<file path="config.mk">
export PLATFORM = sky130hd
export DESIGN_NAME = link_health_escalation_monitor_flat
export DESIGN_NICKNAME = d
export VERILOG_FILES = /design/src/lhem_pkg.sv /design/src/lhem_if.sv /design/src/lhem_cfg.sv /design/src/lhem_core.sv /design/src/link_health_escalation_monitor.sv /design/src/flat_wrapper.sv
export SDC_FILE = /design/constraint.sdc
export NUM_CORES = 1
export LEC_CHECK = 0
export ABC_AREA = 1
export BUFFER_PORTS_ARGS = -buffer_cell sky130_fd_sc_hd__buf_2
export CORE_MARGIN = 3
export CORE_UTILIZATION = 25
export CTS_BUF_LIST = sky130_fd_sc_hd__clkbuf_4
export DETAILED_ROUTE_END_ITERATION = 6
export PLACE_DENSITY = 0.45
export SLEW_MARGIN = 20
export SYNTH_ARGS = -nofsm -noshare
export SYNTH_HDL_FRONTEND = slang
export SYNTH_SLANG_ARGS = --single-unit
</file>
<file path="constraint.sdc">
create_clock -name clk -period 5.5 [get_ports clk]
set_input_delay 0.55 -clock clk [delete_from_list [all_inputs] [get_ports clk]]
set_output_delay 0.55 -clock clk [all_outputs]
set_load 0.02 [all_outputs]
</file>
<file path="src/lhem_pkg.sv">
// Shared types, register codes and helpers for the link health escalation monitor.
`timescale 1ns / 1ps

package lhem_pkg;

  // Health classification codes
  typedef enum logic [2:0] {
    HEALTH_OK           = 3'd0,
    HEALTH_DEGRADED     = 3'd1,
    HEALTH_NO_DISCOVERY = 3'd2,
    HEALTH_NO_TRANSPORT = 3'd3,
    HEALTH_STARVING     = 3'd4
  } health_t;

  // Configuration register indexes
  localparam int CfgIdxW = 3;
  localparam logic [CfgIdxW-1:0] REG_STARVE_LIMIT = 3'd0;
  localparam logic [CfgIdxW-1:0] REG_MIN_RATE     = 3'd1;
  localparam logic [CfgIdxW-1:0] REG_MIN_CANDS    = 3'd2;
  localparam logic [CfgIdxW-1:0] REG_STAGE1       = 3'd3;
  localparam logic [CfgIdxW-1:0] REG_STAGE2       = 3'd4;
  localparam logic [CfgIdxW-1:0] REG_STAGE3       = 3'd5;
  localparam logic [CfgIdxW-1:0] REG_STAGE4       = 3'd6;

  localparam int CfgDataW = 32;
  localparam int NumStages = 4;
  // Stage threshold kept in milliseconds: 16-bit seconds times 1000 fits 26 bits
  localparam int ThrW = 26;
  localparam int StageW = 3;

  // Reset values
  localparam logic [15:0] RST_STARVE_LIMIT = 16'd3000;
  localparam logic [31:0] RST_MIN_RATE     = 32'd5120;
  localparam logic [15:0] RST_MIN_CANDS    = 16'd2;
  localparam logic [15:0] RST_STAGE1       = 16'd5;
  localparam logic [15:0] RST_STAGE2       = 16'd15;
  localparam logic [15:0] RST_STAGE3       = 16'd35;
  localparam logic [15:0] RST_STAGE4       = 16'd65;

  typedef struct packed {
    logic [15:0]                     starve_limit_ms;
    logic [31:0]                     min_rate_bytes;
    logic [15:0]                     min_candidates;
    logic [NumStages-1:0][ThrW-1:0]  stage_thr_ms;
  } cfg_t;

  typedef struct packed {
    logic        session_present;
    logic        listening;
    logic [15:0] hash_nodes;
    logic [15:0] total_peers;
    logic [15:0] cand_count;
    logic [31:0] rx_rate;
    logic        buffer_empty;
    logic [15:0] elapsed_ms;
  } tick_t;

  typedef struct packed {
    health_t           health_state;
    logic [StageW-1:0] esc_stage;
    logic [StageW-1:0] stage_fired;
    logic [31:0]       starving_time_ms;
    logic [31:0]       bad_tick_count;
  } report_t;

  // Seconds to milliseconds: v*1024 - v*16 - v*8
  function automatic logic [ThrW-1:0] sec_to_ms(input logic [15:0] v);
    logic [ThrW-1:0] x;
    x = {v, 10'b0} - {6'b0, v, 4'b0} - {7'b0, v, 3'b0};
    return x;
  endfunction

  // Saturating 32-bit add
  function automatic logic [31:0] sat_add32(input logic [31:0] a, input logic [31:0] b);
    logic [32:0] s;
    s = {1'b0, a} + {1'b0, b};
    return s[32] ? 32'hFFFF_FFFF : s[31:0];
  endfunction

endpackage

</file>
<file path="src/lhem_if.sv">
// Valid/ready channel interfaces for monitor ticks and health reports.
`timescale 1ns / 1ps

interface lhem_in_if;
  logic        valid;
  logic        ready;
  logic        session_present;
  logic        listening;
  logic [15:0] hash_nodes;
  logic [15:0] total_peers;
  logic [15:0] cand_count;
  logic [31:0] rx_rate;
  logic        buffer_empty;
  logic [15:0] elapsed_ms;

  modport source (
    output valid, session_present, listening, hash_nodes, total_peers,
           cand_count, rx_rate, buffer_empty, elapsed_ms,
    input  ready
  );
  modport sink (
    input  valid, session_present, listening, hash_nodes, total_peers,
           cand_count, rx_rate, buffer_empty, elapsed_ms,
    output ready
  );
endinterface

interface lhem_out_if;
  logic        valid;
  logic        ready;
  logic [2:0]  health_state;
  logic [2:0]  esc_stage;
  logic [2:0]  stage_fired;
  logic [31:0] starving_time_ms;
  logic [31:0] bad_tick_count;

  modport source (
    output valid, health_state, esc_stage, stage_fired, starving_time_ms,
           bad_tick_count,
    input  ready
  );
  modport sink (
    input  valid, health_state, esc_stage, stage_fired, starving_time_ms,
           bad_tick_count,
    output ready
  );
endinterface

</file>
<file path="src/lhem_cfg.sv">
// Configuration registers with stage thresholds stored in milliseconds.
`timescale 1ns / 1ps

module lhem_cfg (
  input  logic                           clk,
  input  logic                           rst,
  input  logic                           wr_en,
  input  logic [lhem_pkg::CfgIdxW-1:0]   index,
  input  logic [lhem_pkg::CfgDataW-1:0]  data,
  output lhem_pkg::cfg_t                 cfg
);
  import lhem_pkg::*;

  // Write one register; convert stage seconds to milliseconds on the way in
  always_ff @(posedge clk) begin
    if (rst) begin
      cfg.starve_limit_ms <= RST_STARVE_LIMIT;
      cfg.min_rate_bytes  <= RST_MIN_RATE;
      cfg.min_candidates  <= RST_MIN_CANDS;
      cfg.stage_thr_ms[0] <= sec_to_ms(RST_STAGE1);
      cfg.stage_thr_ms[1] <= sec_to_ms(RST_STAGE2);
      cfg.stage_thr_ms[2] <= sec_to_ms(RST_STAGE3);
      cfg.stage_thr_ms[3] <= sec_to_ms(RST_STAGE4);
    end else if (wr_en) begin
      unique case (index)
        REG_STARVE_LIMIT: cfg.starve_limit_ms <= data[15:0];
        REG_MIN_RATE:     cfg.min_rate_bytes  <= data;
        REG_MIN_CANDS:    cfg.min_candidates  <= data[15:0];
        REG_STAGE1:       cfg.stage_thr_ms[0] <= sec_to_ms(data[15:0]);
        REG_STAGE2:       cfg.stage_thr_ms[1] <= sec_to_ms(data[15:0]);
        REG_STAGE3:       cfg.stage_thr_ms[2] <= sec_to_ms(data[15:0]);
        REG_STAGE4:       cfg.stage_thr_ms[3] <= sec_to_ms(data[15:0]);
        default: ;
      endcase
    end
  end

endmodule

</file>
<file path="src/lhem_core.sv">
// Health classification, period timers and recovery stage escalation for one tick.
`timescale 1ns / 1ps

module lhem_core (
  input  logic              clk,
  input  logic              rst,
  input  lhem_pkg::cfg_t    cfg,
  input  logic              take,
  input  lhem_pkg::tick_t   tick,
  output lhem_pkg::report_t res
);
  import lhem_pkg::*;

  logic                starving_active;
  logic [31:0]         starving_accum_ms;
  logic                bad_active;
  logic [31:0]         bad_accum_ms;
  logic [StageW-1:0]   stage_reg;
  logic [31:0]         bad_ticks_reg;

  logic                starving_active_next;
  logic [31:0]         starving_accum_ms_next;
  logic                bad_active_next;
  logic [31:0]         bad_accum_ms_next;
  logic [StageW-1:0]   stage_reg_next;
  logic [31:0]         bad_ticks_reg_next;
  health_t             health;
  logic [StageW-1:0]   fired;
  logic                found;

  always_comb begin
    // Time the empty-buffer period
    starving_active_next   = tick.buffer_empty;
    if (!tick.buffer_empty || !starving_active) begin
      starving_accum_ms_next = '0;
    end else begin
      starving_accum_ms_next = sat_add32(starving_accum_ms, {16'b0, tick.elapsed_ms});
    end

    // Classify by priority
    priority if (!tick.listening) begin
      health = HEALTH_NO_TRANSPORT;
    end else if (starving_accum_ms_next > {16'b0, cfg.starve_limit_ms}) begin
      health = HEALTH_STARVING;
    end else if (tick.hash_nodes == '0 && tick.total_peers == '0 &&
                 tick.cand_count == '0) begin
      health = HEALTH_NO_DISCOVERY;
    end else if (tick.total_peers == '0 ||
                 (tick.rx_rate < cfg.min_rate_bytes &&
                  tick.cand_count < cfg.min_candidates)) begin
      health = HEALTH_DEGRADED;
    end else begin
      health = HEALTH_OK;
    end

    // Time the bad-health period and escalate to the first higher stage whose threshold is met
    fired = '0;
    found = 1'b0;
    stage_reg_next = stage_reg;
    if (health != HEALTH_OK) begin
      bad_active_next    = 1'b1;
      bad_accum_ms_next  = bad_active ? sat_add32(bad_accum_ms, {16'b0, tick.elapsed_ms}) : '0;
      bad_ticks_reg_next = sat_add32(bad_ticks_reg, 32'd1);
      for (int k = 0; k < NumStages; k++) begin
        if (!found && bad_accum_ms_next >= {{(32-ThrW){1'b0}}, cfg.stage_thr_ms[k]} &&
            stage_reg < StageW'(k + 1)) begin
          found          = 1'b1;
          stage_reg_next = StageW'(k + 1);
          fired          = StageW'(k + 1);
        end
      end
    end else begin
      bad_active_next    = 1'b0;
      bad_accum_ms_next  = '0;
      bad_ticks_reg_next = '0;
      stage_reg_next     = '0;
    end

    // Missing session: report transport lost from held state
    if (!tick.session_present) begin
      res.health_state     = HEALTH_NO_TRANSPORT;
      res.esc_stage        = stage_reg;
      res.stage_fired      = '0;
      res.starving_time_ms = starving_accum_ms;
      res.bad_tick_count   = bad_ticks_reg;
    end else begin
      res.health_state     = health;
      res.esc_stage        = stage_reg_next;
      res.stage_fired      = fired;
      res.starving_time_ms = starving_accum_ms_next;
      res.bad_tick_count   = bad_ticks_reg_next;
    end
  end

  // Advance state when the tick moves on and a session exists
  always_ff @(posedge clk) begin
    if (rst) begin
      starving_active   <= 1'b0;
      starving_accum_ms <= '0;
      bad_active        <= 1'b0;
      bad_accum_ms      <= '0;
      stage_reg         <= '0;
      bad_ticks_reg     <= '0;
    end else if (take && tick.session_present) begin
      starving_active   <= starving_active_next;
      starving_accum_ms <= starving_accum_ms_next;
      bad_active        <= bad_active_next;
      bad_accum_ms      <= bad_accum_ms_next;
      stage_reg         <= stage_reg_next;
      bad_ticks_reg     <= bad_ticks_reg_next;
    end
  end

endmodule

</file>
<file path="src/link_health_escalation_monitor.sv">
// Link health escalation monitor: top level with input and result registers.
// A transferred tick is held in the input register and its report in the result register.
// Throughput: one tick per cycle while reports drain; a stalled report holds the
// input register, and intake stops once both registers are full.
// State timers update as the tick leaves the input register.
// Synchronous active-high reset clears the valid flags and monitor state and loads default thresholds.
`timescale 1ns / 1ps

module link_health_escalation_monitor (
  input  logic                           clk,
  input  logic                           rst,
  input  logic                           cfg_wr_en,
  input  logic [lhem_pkg::CfgIdxW-1:0]   cfg_index,
  input  logic [lhem_pkg::CfgDataW-1:0]  cfg_data,
  lhem_in_if.sink                        tick,
  lhem_out_if.source                     report
);
  import lhem_pkg::*;

  cfg_t    cfg;
  logic    s1_valid;
  tick_t   s1_item;
  logic    s1_adv;
  report_t res;
  logic    out_valid;
  report_t out_item;

  lhem_cfg u_cfg (
    .clk   (clk),
    .rst   (rst),
    .wr_en (cfg_wr_en),
    .index (cfg_index),
    .data  (cfg_data),
    .cfg   (cfg)
  );

  lhem_core u_core (
    .clk  (clk),
    .rst  (rst),
    .cfg  (cfg),
    .take (s1_adv),
    .tick (s1_item),
    .res  (res)
  );

  // Handshake: advance when the result register is free or being drained
  assign s1_adv     = s1_valid && (!out_valid || report.ready);
  assign tick.ready = !s1_valid || s1_adv;

  // Input register
  always_ff @(posedge clk) begin
    if (rst) begin
      s1_valid <= 1'b0;
    end else if (tick.ready) begin
      s1_valid <= tick.valid;
    end
  end

  always_ff @(posedge clk) begin
    if (tick.valid && tick.ready) begin
      s1_item.session_present <= tick.session_present;
      s1_item.listening       <= tick.listening;
      s1_item.hash_nodes      <= tick.hash_nodes;
      s1_item.total_peers     <= tick.total_peers;
      s1_item.cand_count      <= tick.cand_count;
      s1_item.rx_rate         <= tick.rx_rate;
      s1_item.buffer_empty    <= tick.buffer_empty;
      s1_item.elapsed_ms      <= tick.elapsed_ms;
    end
  end

  // Result register
  always_ff @(posedge clk) begin
    if (rst) begin
      out_valid <= 1'b0;
    end else if (s1_adv) begin
      out_valid <= 1'b1;
    end else if (report.ready) begin
      out_valid <= 1'b0;
    end
  end

  always_ff @(posedge clk) begin
    if (s1_adv) begin
      out_item <= res;
    end
  end

  assign report.valid            = out_valid;
  assign report.health_state     = out_item.health_state;
  assign report.esc_stage        = out_item.esc_stage;
  assign report.stage_fired      = out_item.stage_fired;
  assign report.starving_time_ms = out_item.starving_time_ms;
  assign report.bad_tick_count   = out_item.bad_tick_count;

endmodule

</file>
<file path="src/flat_wrapper.sv">
// flat-port wrapper written by rule: the top's interface ports become plain ports
module link_health_escalation_monitor_flat import lhem_pkg::*;
  (clk, rst, cfg_wr_en, cfg_index, cfg_data, tick_valid, tick_session_present, tick_listening, tick_hash_nodes, tick_total_peers, tick_cand_count, tick_rx_rate, tick_buffer_empty, tick_elapsed_ms, tick_ready, report_valid, report_health_state, report_esc_stage, report_stage_fired, report_starving_time_ms, report_bad_tick_count, report_ready);
  lhem_in_if tick_i ();
  lhem_out_if report_i ();
  input  logic clk;
  input  logic rst;
  input  logic cfg_wr_en;
  input  logic [lhem_pkg::CfgIdxW-1:0] cfg_index;
  input  logic [lhem_pkg::CfgDataW-1:0] cfg_data;
  input wire logic [$bits(tick_i.valid)-1:0] tick_valid;
  input wire logic [$bits(tick_i.session_present)-1:0] tick_session_present;
  input wire logic [$bits(tick_i.listening)-1:0] tick_listening;
  input wire logic [$bits(tick_i.hash_nodes)-1:0] tick_hash_nodes;
  input wire logic [$bits(tick_i.total_peers)-1:0] tick_total_peers;
  input wire logic [$bits(tick_i.cand_count)-1:0] tick_cand_count;
  input wire logic [$bits(tick_i.rx_rate)-1:0] tick_rx_rate;
  input wire logic [$bits(tick_i.buffer_empty)-1:0] tick_buffer_empty;
  input wire logic [$bits(tick_i.elapsed_ms)-1:0] tick_elapsed_ms;
  output wire logic [$bits(tick_i.ready)-1:0] tick_ready;
  output wire logic [$bits(report_i.valid)-1:0] report_valid;
  output wire logic [$bits(report_i.health_state)-1:0] report_health_state;
  output wire logic [$bits(report_i.esc_stage)-1:0] report_esc_stage;
  output wire logic [$bits(report_i.stage_fired)-1:0] report_stage_fired;
  output wire logic [$bits(report_i.starving_time_ms)-1:0] report_starving_time_ms;
  output wire logic [$bits(report_i.bad_tick_count)-1:0] report_bad_tick_count;
  input wire logic [$bits(report_i.ready)-1:0] report_ready;
  assign tick_i.valid = tick_valid;
  assign tick_i.session_present = tick_session_present;
  assign tick_i.listening = tick_listening;
  assign tick_i.hash_nodes = tick_hash_nodes;
  assign tick_i.total_peers = tick_total_peers;
  assign tick_i.cand_count = tick_cand_count;
  assign tick_i.rx_rate = tick_rx_rate;
  assign tick_i.buffer_empty = tick_buffer_empty;
  assign tick_i.elapsed_ms = tick_elapsed_ms;
  assign tick_ready = tick_i.ready;
  assign report_valid = report_i.valid;
  assign report_health_state = report_i.health_state;
  assign report_esc_stage = report_i.esc_stage;
  assign report_stage_fired = report_i.stage_fired;
  assign report_starving_time_ms = report_i.starving_time_ms;
  assign report_bad_tick_count = report_i.bad_tick_count;
  assign report_i.ready = report_ready;
  link_health_escalation_monitor u_core (.clk(clk), .rst(rst), .cfg_wr_en(cfg_wr_en), .cfg_index(cfg_index), .cfg_data(cfg_data), .tick(tick_i), .report(report_i));
endmodule
</file>
### Word level (Yosys, flattened, before mapping)

Index checks and enable logic that the tools add are counted.

* input bits: 139
* output and inout port bits: 75
* bits in registers: 443
* logic and storage cells: 123

* reduce and logical (&&, ||, !) cells: 39
* add/sub/neg operators: 5
* muxes and demuxes: 31
* eq/ne operators: 6
* bitwise logic cells: 2
* order comparisons: 11

Operator list (number)
* 32-bit 2-to-1 mux: 7
* 32-bit by 26-bit >= comparator with 1-bit output: 4
* 70-bit 2-to-1 mux: 1
* 32-bit by 16-bit adder with 33-bit output: 2
* 16-bit logical NOT: 3
* 32-bit by 1-bit adder with 33-bit output (second input constant): 1
* 3-bit 2-to-1 mux: 11
* 32-bit by 16-bit greater-than comparator with 1-bit output: 1
* 32-bit < comparator: 1
* 26-bit by 19-bit subtractor with 26-bit output: 1
* 26-bit by 20-bit subtractor with 26-bit output: 1
* 16-bit < comparator: 1
* 2-bit AND reduction: 8
* 1-bit logical AND: 13
* 1-bit 2-to-1 mux: 11
* 3-bit == test (second input constant): 3
* 1-bit logical NOT: 7
* 3-bit by 2-bit == test with 1-bit output (second input constant): 2
* 3-bit by 2-bit < comparator with 1-bit output (second input constant): 2
* 1-bit logical OR: 4
* 3-bit by 1-bit == test with 1-bit output (second input constant): 1
* 3-bit logical NOT: 1
* 3-bit by 1-bit < comparator with 1-bit output (second input constant): 1
* 3-bit < comparator (second input constant): 1
* other kinds (5): 6

### Logic depth before layout (Yosys ltp)

Gate-level depths: netlist of run 1.

* depth in word-level cells: 25
* gate-level depth with buffers: 31
* mapped depth without buffers: 30

### By module

A second synthesis of run 1 with hierarchy kept.

* cells, all modules: 3383
* area total of the unflattened synthesis: 25891.1 sq um

Modules (own cells, without submodules)
* lhem_core: instances 1, area an instance 12868.6 sq um, sequential area each 2021.9 sq um, cells each 2095
* lhem_cfg: instances 1, area an instance 7766.2 sq um, sequential area each 3123.0 sq um, cells each 1104
* link_health_escalation_monitor: instances 1, area an instance 5256.3 sq um, sequential area each 5205.0 sq um, cells each 184

### Worst setup path after synthesis of run 1

Ideal clock, no wire load.

* path type: reg-to-reg
* start: register u_core.s1_item[0] (netlist bit)
* end: register u_core.out_item (netlist bit u_core.report.esc_stage[2]) (data pin)
* period minus slack after synthesis: 4.258 ns
* required time: 5.251 ns
* arrival time: 4.009 ns
* path buffers: 2
* setup time: 0.249 ns
* cell stages (with the launch flop): 31
* slack: 1.242 ns
* cells stage by stage: edfxtp_1 ha_1 fa_1 nand3_1 nand3_1 nand2_1 nand2_1 nand2_1 nand2_1 nand2_2 buf_1 buf_1 a21oi_1 ha_1 nand2_1 nor2_1 nand4_1 nor4b_1 nand2_1 o21ai_0 nand2_1 nand2_1 nand2_1 nand2_1 nand2_1 nand2_1 inv_1 nand2_2 nand2_1 nand2_1 inv_1

RTL lines
* start, declared: line link_health_escalation_monitor.sv:22 `tick_t s1_item;`
* end signal, assigned: line link_health_escalation_monitor.sv:85 `out_item <= res;`
* end, declared: line link_health_escalation_monitor.sv:26 `report_t out_item;`

==> results of run 1 <==
## final cells by class
| class | instances | area [sq um] |
|---|---|---|
| Antenna cell | 11 | 27.53 |
| Clock buffer | 182 | 1366 |
| Clock inverter | 41 | 216.5 |
| Fill cell | 10600 | 68500 |
| Inverter | 512 | 1931 |
| Multi-Input combinational cell | 2131 | 12320 |
| Sequential cell | 431 | 10350 |
| Tap cell | 1287 | 1610 |
| Timing Repair Buffer | 362 | 2535 |
## placed cells by master (no fill, tap or decap), types with 5 or more instances in the layout
cell and instances:
nand2_1 627, inv_1 502, a21oi_1 380, o21ai_0 302
dfxtp_1 259, ha_1 218, buf_2 212, clkbuf_4 182
edfxtp_1 172, nand3_1 136, nor2_1 135, dlygate4sd3_1 129
o211ai_1 43, nand4_1 35, nor3_1 34, xor2_1 34
xnor2_1 34, clkinv_1 29, nor4_1 20, buf_4 19
o21ai_1 15, nand3b_1 12, diode_2 11, clkinv_2 11
fa_1 11, a31oi_1 8, a211oi_1 8, o21ai_2 7
nand2_2 7, nor3_2 6, nand3_2 6, nor2_2 5
o31ai_1 5
## path summary, 6_finish.rpt
check | to | slack (ns) | cells after the start
setup / recovery | u_core.report.esc_stage[2] | 0.56 | 29
hold / removal | u_core.u_cfg.cfg[31] | 0.12 | 3
setup reg to reg | u_core.report.esc_stage[2] | 0.56 | 29
hold reg to reg | u_core.u_cfg.cfg[147] | 0.46 | 2
## worst max-delay path: cells and delay by family (launching register included)
| family | cells | cell delay [ns] |
|---|---|---|
| compound gates | 2 | 0.50 |
| fa+ha+maj | 3 | 0.95 |
| buf+inv | 3 | 0.28 |
| flops | 1 | 0.43 |
| simple gates | 21 | 2.53 |
## cell usage after synthesis (all sizes together)
cell type,n,area share [%]
nand2,635,9.6
inv,508,7.6
a21oi,380,7.6
o21ai,324,6.6
dfxtp,259,21
ha,218,11
edfxtp,172,21
nor2,144,2.2
nand3,142,2.9
clkbuf,94,1.4
nor3,43,1.1
o211ai,43,1.3
nand4,37,1.0
xnor2,34,1.2
xor2,34,1.2
nor4,20,0.50
buf,18,0.47
nand3b,13,0.40
fa,11,0.88
a211oi,8,0.24
a31oi,8,0.20
o31ai,5,0.15
clkinv,4,0.065
o21a,4,0.12
o221a,4,0.18
or2,4,0.10
a21boi,3,0.10
nor4b,3,0.10
o21bai,3,0.090
o221ai,3,0.10
a31o,2,0.070
and2,2,0.050
and3,1,0.025
nor3b,1,0.030
o211a,1,0.040
o22ai,1,0.025
## per-layer routing
metal / global-route usage (%) / routed length, um
met2: 23.98 / 35430
met1: 21.26 / 38970
met3: 3.307 / 4483
met5: 0 / 22
met4: 3.989 / 1348
## per-stage QoR
stage | total power [mW] | cells
after CTS | 7.895 | 4946
after detailed placement | 4.682 | 4594
after global placement | 4.686 | 4594
after floorplan | 4.294 | 3186
after global routing | 8.218 | 4953
final | 7.739 | 4957
## report_power, final
| part | total [mW] | internal [mW] | switching, mW |
|---|---|---|---|
| Combinational | 1.13 | 0.387 | 0.742 |
| Clock | 3.06 | 1.56 | 1.50 |
| Sequential | 3.55 | 3.47 | 0.0816 |
## logic make-up (layout without fill, tap and decap cells)
family,Yosys count,count (layout),share of synthesized area [%]
simple gates,1045,1045,18.14
compound gates,789,789,16.79
buf+inv,624,1097,9.567
fa+ha+maj,229,229,11.78
flops,431,431,41.35
xor+xnor,68,68,2.379
other cells,0,11,0
==> impl_metrics.csv, run 1 <==
group,metric,value,unit
outcome,status,"finished clean",
cells_and_area,top_register,"u_core.u_cfg.cfg",
floorplanning,die_h,322.4,um
timing,finalCritPeriodShare,89.90,%
global_route,grt_max_degree,106,
clock_network,cts-root-buf,"clkbuf_4",
routing,routed_wl,80250,um
clock_network,hold_buffers,129,
critical_path,start_kind,"flip-flop",
routing,drc_errors,0,
cells_and_area,final_nets,3925,
cells_and_area,final_area,30350,sq um
power,ir_worst_vdd,0.1279,mV
routing,drtAntennaViolNets,0,
global_route,track_usage,15.29,%
synth,ys_warn_count,0,
clock_network,clock-sinks,431,
timing,finalMaxSlewViolations,0,
synth,synth_cells,3186,
critical_path,required,6.18,ns
floorplanning,die_area,104000,sq um
timing,setup_viol,0,
critical_path,crit_type,"reg -> reg",
job,maxCapViolations,0,
timing,rsz0062_at_grt,"no",
placed_design,pre_cts_slack,0.6406,ns
cells_and_area,largest_registers,"u_core.u_cfg.cfg (156), u_core.s1_item (99)",
critical_path,worstSetupEndpointType,"flip-flop",
clock_network,htreeDepth,3,
global_route,first_global_vias,21440,
placed_design,dp_hpwl,59300,um
synth,synth.net_count,3554,
clock_network,post_cts_buffers,0,
clock_network,clk_pin_slew_worst_paths,0.09,ns
timing,finalSetupTns,0,ns
timing,holdWs,0.1179,ns
synth,ys_seq_elements,431,
timing,skew,0.09236,ns
floorplanning,core,98850,sq um
placed_design,postPlaceCellArea,27450,sq um
cells_and_area,largest_register_ffs,156,
floorplanning,io-pin-count,214,
critical_path,cp-startpoint,"u_core.s1_item[0]",
critical_path,max_stage_delay,0.43,ns
routing,wl_per_cell,16.19,um
floorplanning,initial_core_util,25.32,%
critical_path,regToRegStartpoint,"u_core.s1_item[0]",
worst_hold_path,hp-start,"cfg_data[2]",
critical_path,critPathSlowestCell,"edfxtp_1",
timing,layout_setup_ws,0.5553,ns
synth,syn_area,25030,sq um
synth,yosysSeqAreaShare,41.35,%
placed_design,place.gp.congestion,0.8768,
clock_network,cts_tree,"built",
global_route,antenna_found_initial,13,
critical_path,critPathMaxFanout,17,
critical_path,worstPathArrival,5.62,ns
routing,drt_pass1_iterations,5,
cells_and_area,drive_gt1_share,13.39,%
timing,slew_headroom,32.15,%
global_route,grt_overflow,0,
routing,drtIter0Drc,1477,
cells_and_area,final_core_util,30.70,%
critical_path,cpMostUsedCell,"nand2_1",
routing,vias,22270,
power,power_density,255.0,nW/um^2
clock_network,cts.path.max_buffers,3,
global_route,grt_pass1_wl,123900,um
synth,synth.distinct_cells,54,
placed_design,place.port_buffers,213,
timing,report.final.hold_viol_count,0,
synth,avgSynthCellArea,7.857,sq um
clock_network,ctsResizeCount,0,
cells_and_area,area_delta_synth_final,21.25,%
timing,worstMarginPinSlew,1.017,ns
floorplanning,dieWidth,322.4,um
timing,fmax,202.2,MHz
clock_network,cts_buffers,119,
floorplanning,rows,115,
worst_hold_path,min_path_type,"in -> reg",
routing,via_per_inst,4.493,
timing,finalCriticalPeriod,4.945,ns
clock_network,clock_latency,0.95,ns
power,p_leak,13.46,nW
(Power assumes the default switching activity.)
==> inputs of run 2 (changes only) <==
--- a/config.mk
+++ b/config.mk
@@ -11,7 +11,7 @@
 export CORE_UTILIZATION = 25
 export CTS_BUF_LIST = sky130_fd_sc_hd__clkbuf_4
 export DETAILED_ROUTE_END_ITERATION = 6
-export PLACE_DENSITY = 0.45
+export PLACE_DENSITY = 0.46
 export SLEW_MARGIN = 20
 export SYNTH_ARGS = -nofsm -noshare
 export SYNTH_HDL_FRONTEND = slang
==> impl_metrics.csv, run 2 (same netlist as run 1, synthesis figures left out) <==
group,metric,value,unit
outcome,status,"finished clean",
clock_network,htreeDepth,3,
clock_network,cts.path.max_buffers,3,
clock_network,post_cts_buffers,0,
timing,worstMarginPinSlew,1.093,ns
cells_and_area,layout_common_cells,"627 x nand2_1, 503 x inv_1, 380 x a21oi_1",
cells_and_area,area_delta_synth_final,21.72,%
routing,drt_pass1_iterations,7,
critical_path,worstSetupEndpointType,"flip-flop",
global_route,grtUsageMet3,3.250,%
routing,drtAntennaViolNets,0,
global_route,first_global_vias,21640,
floorplanning,rows,115,
timing,slew_headroom,27.05,%
global_route,antenna_found_initial,7,
critical_path,worstPathArrival,5.80,ns
routing,vias,22370,
timing,finalMaxSlewViolations,0,
global_route,grt_max_degree,163,
clock_network,cts-root-buf,"clkbuf_4",
cells_and_area,largest_registers,"u_core.u_cfg.cfg (156), u_core.s1_item (99)",
routing,routed_wl,79080,um
cells_and_area,final_nets,3934,
floorplanning,die_h,322.4,um
timing,holdWs,0.1330,ns
clock_network,clk_pin_slew_worst_paths,0.07,ns
routing,wl_per_cell,15.91,um
clock_network,clock-sinks,431,
global_route,grt_util_met2,23.11,%
timing,report.final.hold_viol_count,0,
floorplanning,initial_core_util,25.32,%
clock_network,cts_tree,"built",
power,p_leak,13.55,nW
power,ir_worst_vdd,0.1311,mV
placed_design,dp_hpwl,58430,um
routing,drtIter0Drc,1379,
global_route,busiest_layer,"met2",
placed_design,place.port_buffers,213,
timing,setup_viol,0,
clock_network,cts_buffers,120,
critical_path,cp_num_buf_inv,0,
timing,rsz0062_at_grt,"no",
critical_path,critPathMaxFanout,26,
cells_and_area,drive_gt1_share,13.78,%
global_route,grt_overflow,0,
routing,via_per_inst,4.500,
floorplanning,core,98850,sq um
critical_path,max_stage_delay,0.66,ns
floorplanning,dieWidth,322.4,um
cells_and_area,fill_cells,10650,
power,power_density,256.6,nW/um^2
cells_and_area,final_common_cell,"nand2_1",
timing,finalCriticalPeriod,5.028,ns
critical_path,cpMostUsedCell,"nand2_1",
critical_path,required,6.27,ns
floorplanning,die_area,104000,sq um
clock_network,clock_latency,0.97,ns
cells_and_area,top_register,"u_core.u_cfg.cfg",
power,p_total,7.819,mW
critical_path,crit_family,"simple AND/OR/NAND/NOR gates",
cells_and_area,largest_register_ffs,156,
placed_design,place.gp.congestion,0.8928,
critical_path,critPathSlowestCell,"a21oi_1",
floorplanning,io-pin-count,214,
global_route,track_usage,15.13,%
timing,finalCritPeriodShare,91.42,%
timing,skew,0.08801,ns
routing,drc_errors,0,
global_route,use_met1,21.54,%
critical_path,crit_chain,"ha_1, nand2_1, nor2_1, and2_1, nand2_1, nand2_1, nand2_2, a21oi_1, ha_1, nand4_1, nor4b_1, nand2_1, o21ai_0, nand2_1, nand2_1, nand2_1, a21oi_1, nor2_1, nand2_2, nand3_1, a21oi_1",
critical_path,crit_type,"reg -> reg",
timing,fmax,198.9,MHz
global_route,grt_pass1_wl,123400,um
job,maxCapViolations,0,
critical_path,start_kind,"flip-flop",
worst_hold_path,min_path_type,"in -> reg",
timing,finalSetupTns,0,ns
[run 2: path summary, 6_finish.rpt]
kind / startpoint / to / slack (ns) / cells after the start
hold reg to reg: u_core.u_cfg.cfg[147] / u_core.u_cfg.cfg[147] / 0.46 / 2
setup / recovery: u_core.s1_item[15] / u_core.report.stage_fired[0] / 0.47 / 21
setup reg to reg: u_core.s1_item[15] / u_core.report.stage_fired[0] / 0.47 / 21
hold / removal: cfg_data[14] / u_core.u_cfg.cfg[50] / 0.13 / 5
[run 2: area by class of cell]
class | count | area (sq um) | share of cell area (%)
Antenna cell | 12 | 30.03 | 0.09855
Clock buffer | 193 | 1449 | 4.755
Clock inverter | 34 | 200.2 | 0.6570
Inverter | 512 | 1931 | 6.336
Multi-Input combinational cell | 2131 | 12310 | 40.41
Sequential cell | 431 | 10350 | 33.97
Tap cell | 1287 | 1610 | 5.285
Timing Repair Buffer | 370 | 2587 | 8.492
[run 2: worst reg2reg max path, cell delays in order, from the launching register on]
cell      delay [ns]
edfxtp_1        0.46
ha_1            0.42
nand2_1         0.13
nor2_1          0.29
and2_1          0.17
nand2_1         0.05
nand2_1         0.15
nand2_2         0.37
a21oi_1         0.67
ha_1            0.24
nand4_1         0.17
nor4b_1         0.37
nand2_1         0.09
o21ai_0         0.25
nand2_1         0.08
nand2_1         0.09
nand2_1         0.15
a21oi_1         0.25
nor2_1          0.09
nand2_2         0.10
nand3_1         0.10
a21oi_1         0.17
[run 2: routing by layer]
| layer | wire (um) | part of all wire, % | up-vias |
|---|---|---|---|
| met5 | 13 | 0.016 | - |
| met4 | 1521 | 1.9 | 2 |
| met3 | 4591 | 5.8 | 119 |
| met2 | 34270 | 43 | 575 |
| met1 | 38680 | 49 | 10160 |
| li1 | - | - | 11520 |
[run 2: through the flow]
stage	util, %	setup slack, ns	std cells	cell area, sq um
6_report	30.82	0.4717	4970	30470
5_1_grt	30.82	0.005316	4967	30460
4_1_cts	30.79	0.4299	4958	30440
3_5_place_dp	27.79	0.5053	4600	27480
3_3_place_gp	27.79	0.6077	4600	27480
2_1_floorplan	-	1.242	3186	25030
[run 2: power breakdown]
part           internal [mW]  switching, mW  total, mW  leakage (nW)
sequential              3.47         0.0763       3.55          3.76
combinational          0.389          0.742       1.13          8.80
clock                   1.65           1.50       3.14         0.988
[run 2: repair_timing]
item                      4_1_cts  5_1_grt
hold endpoints to repair      161        0
hold buffers                  131        0
resized for setup               0        0
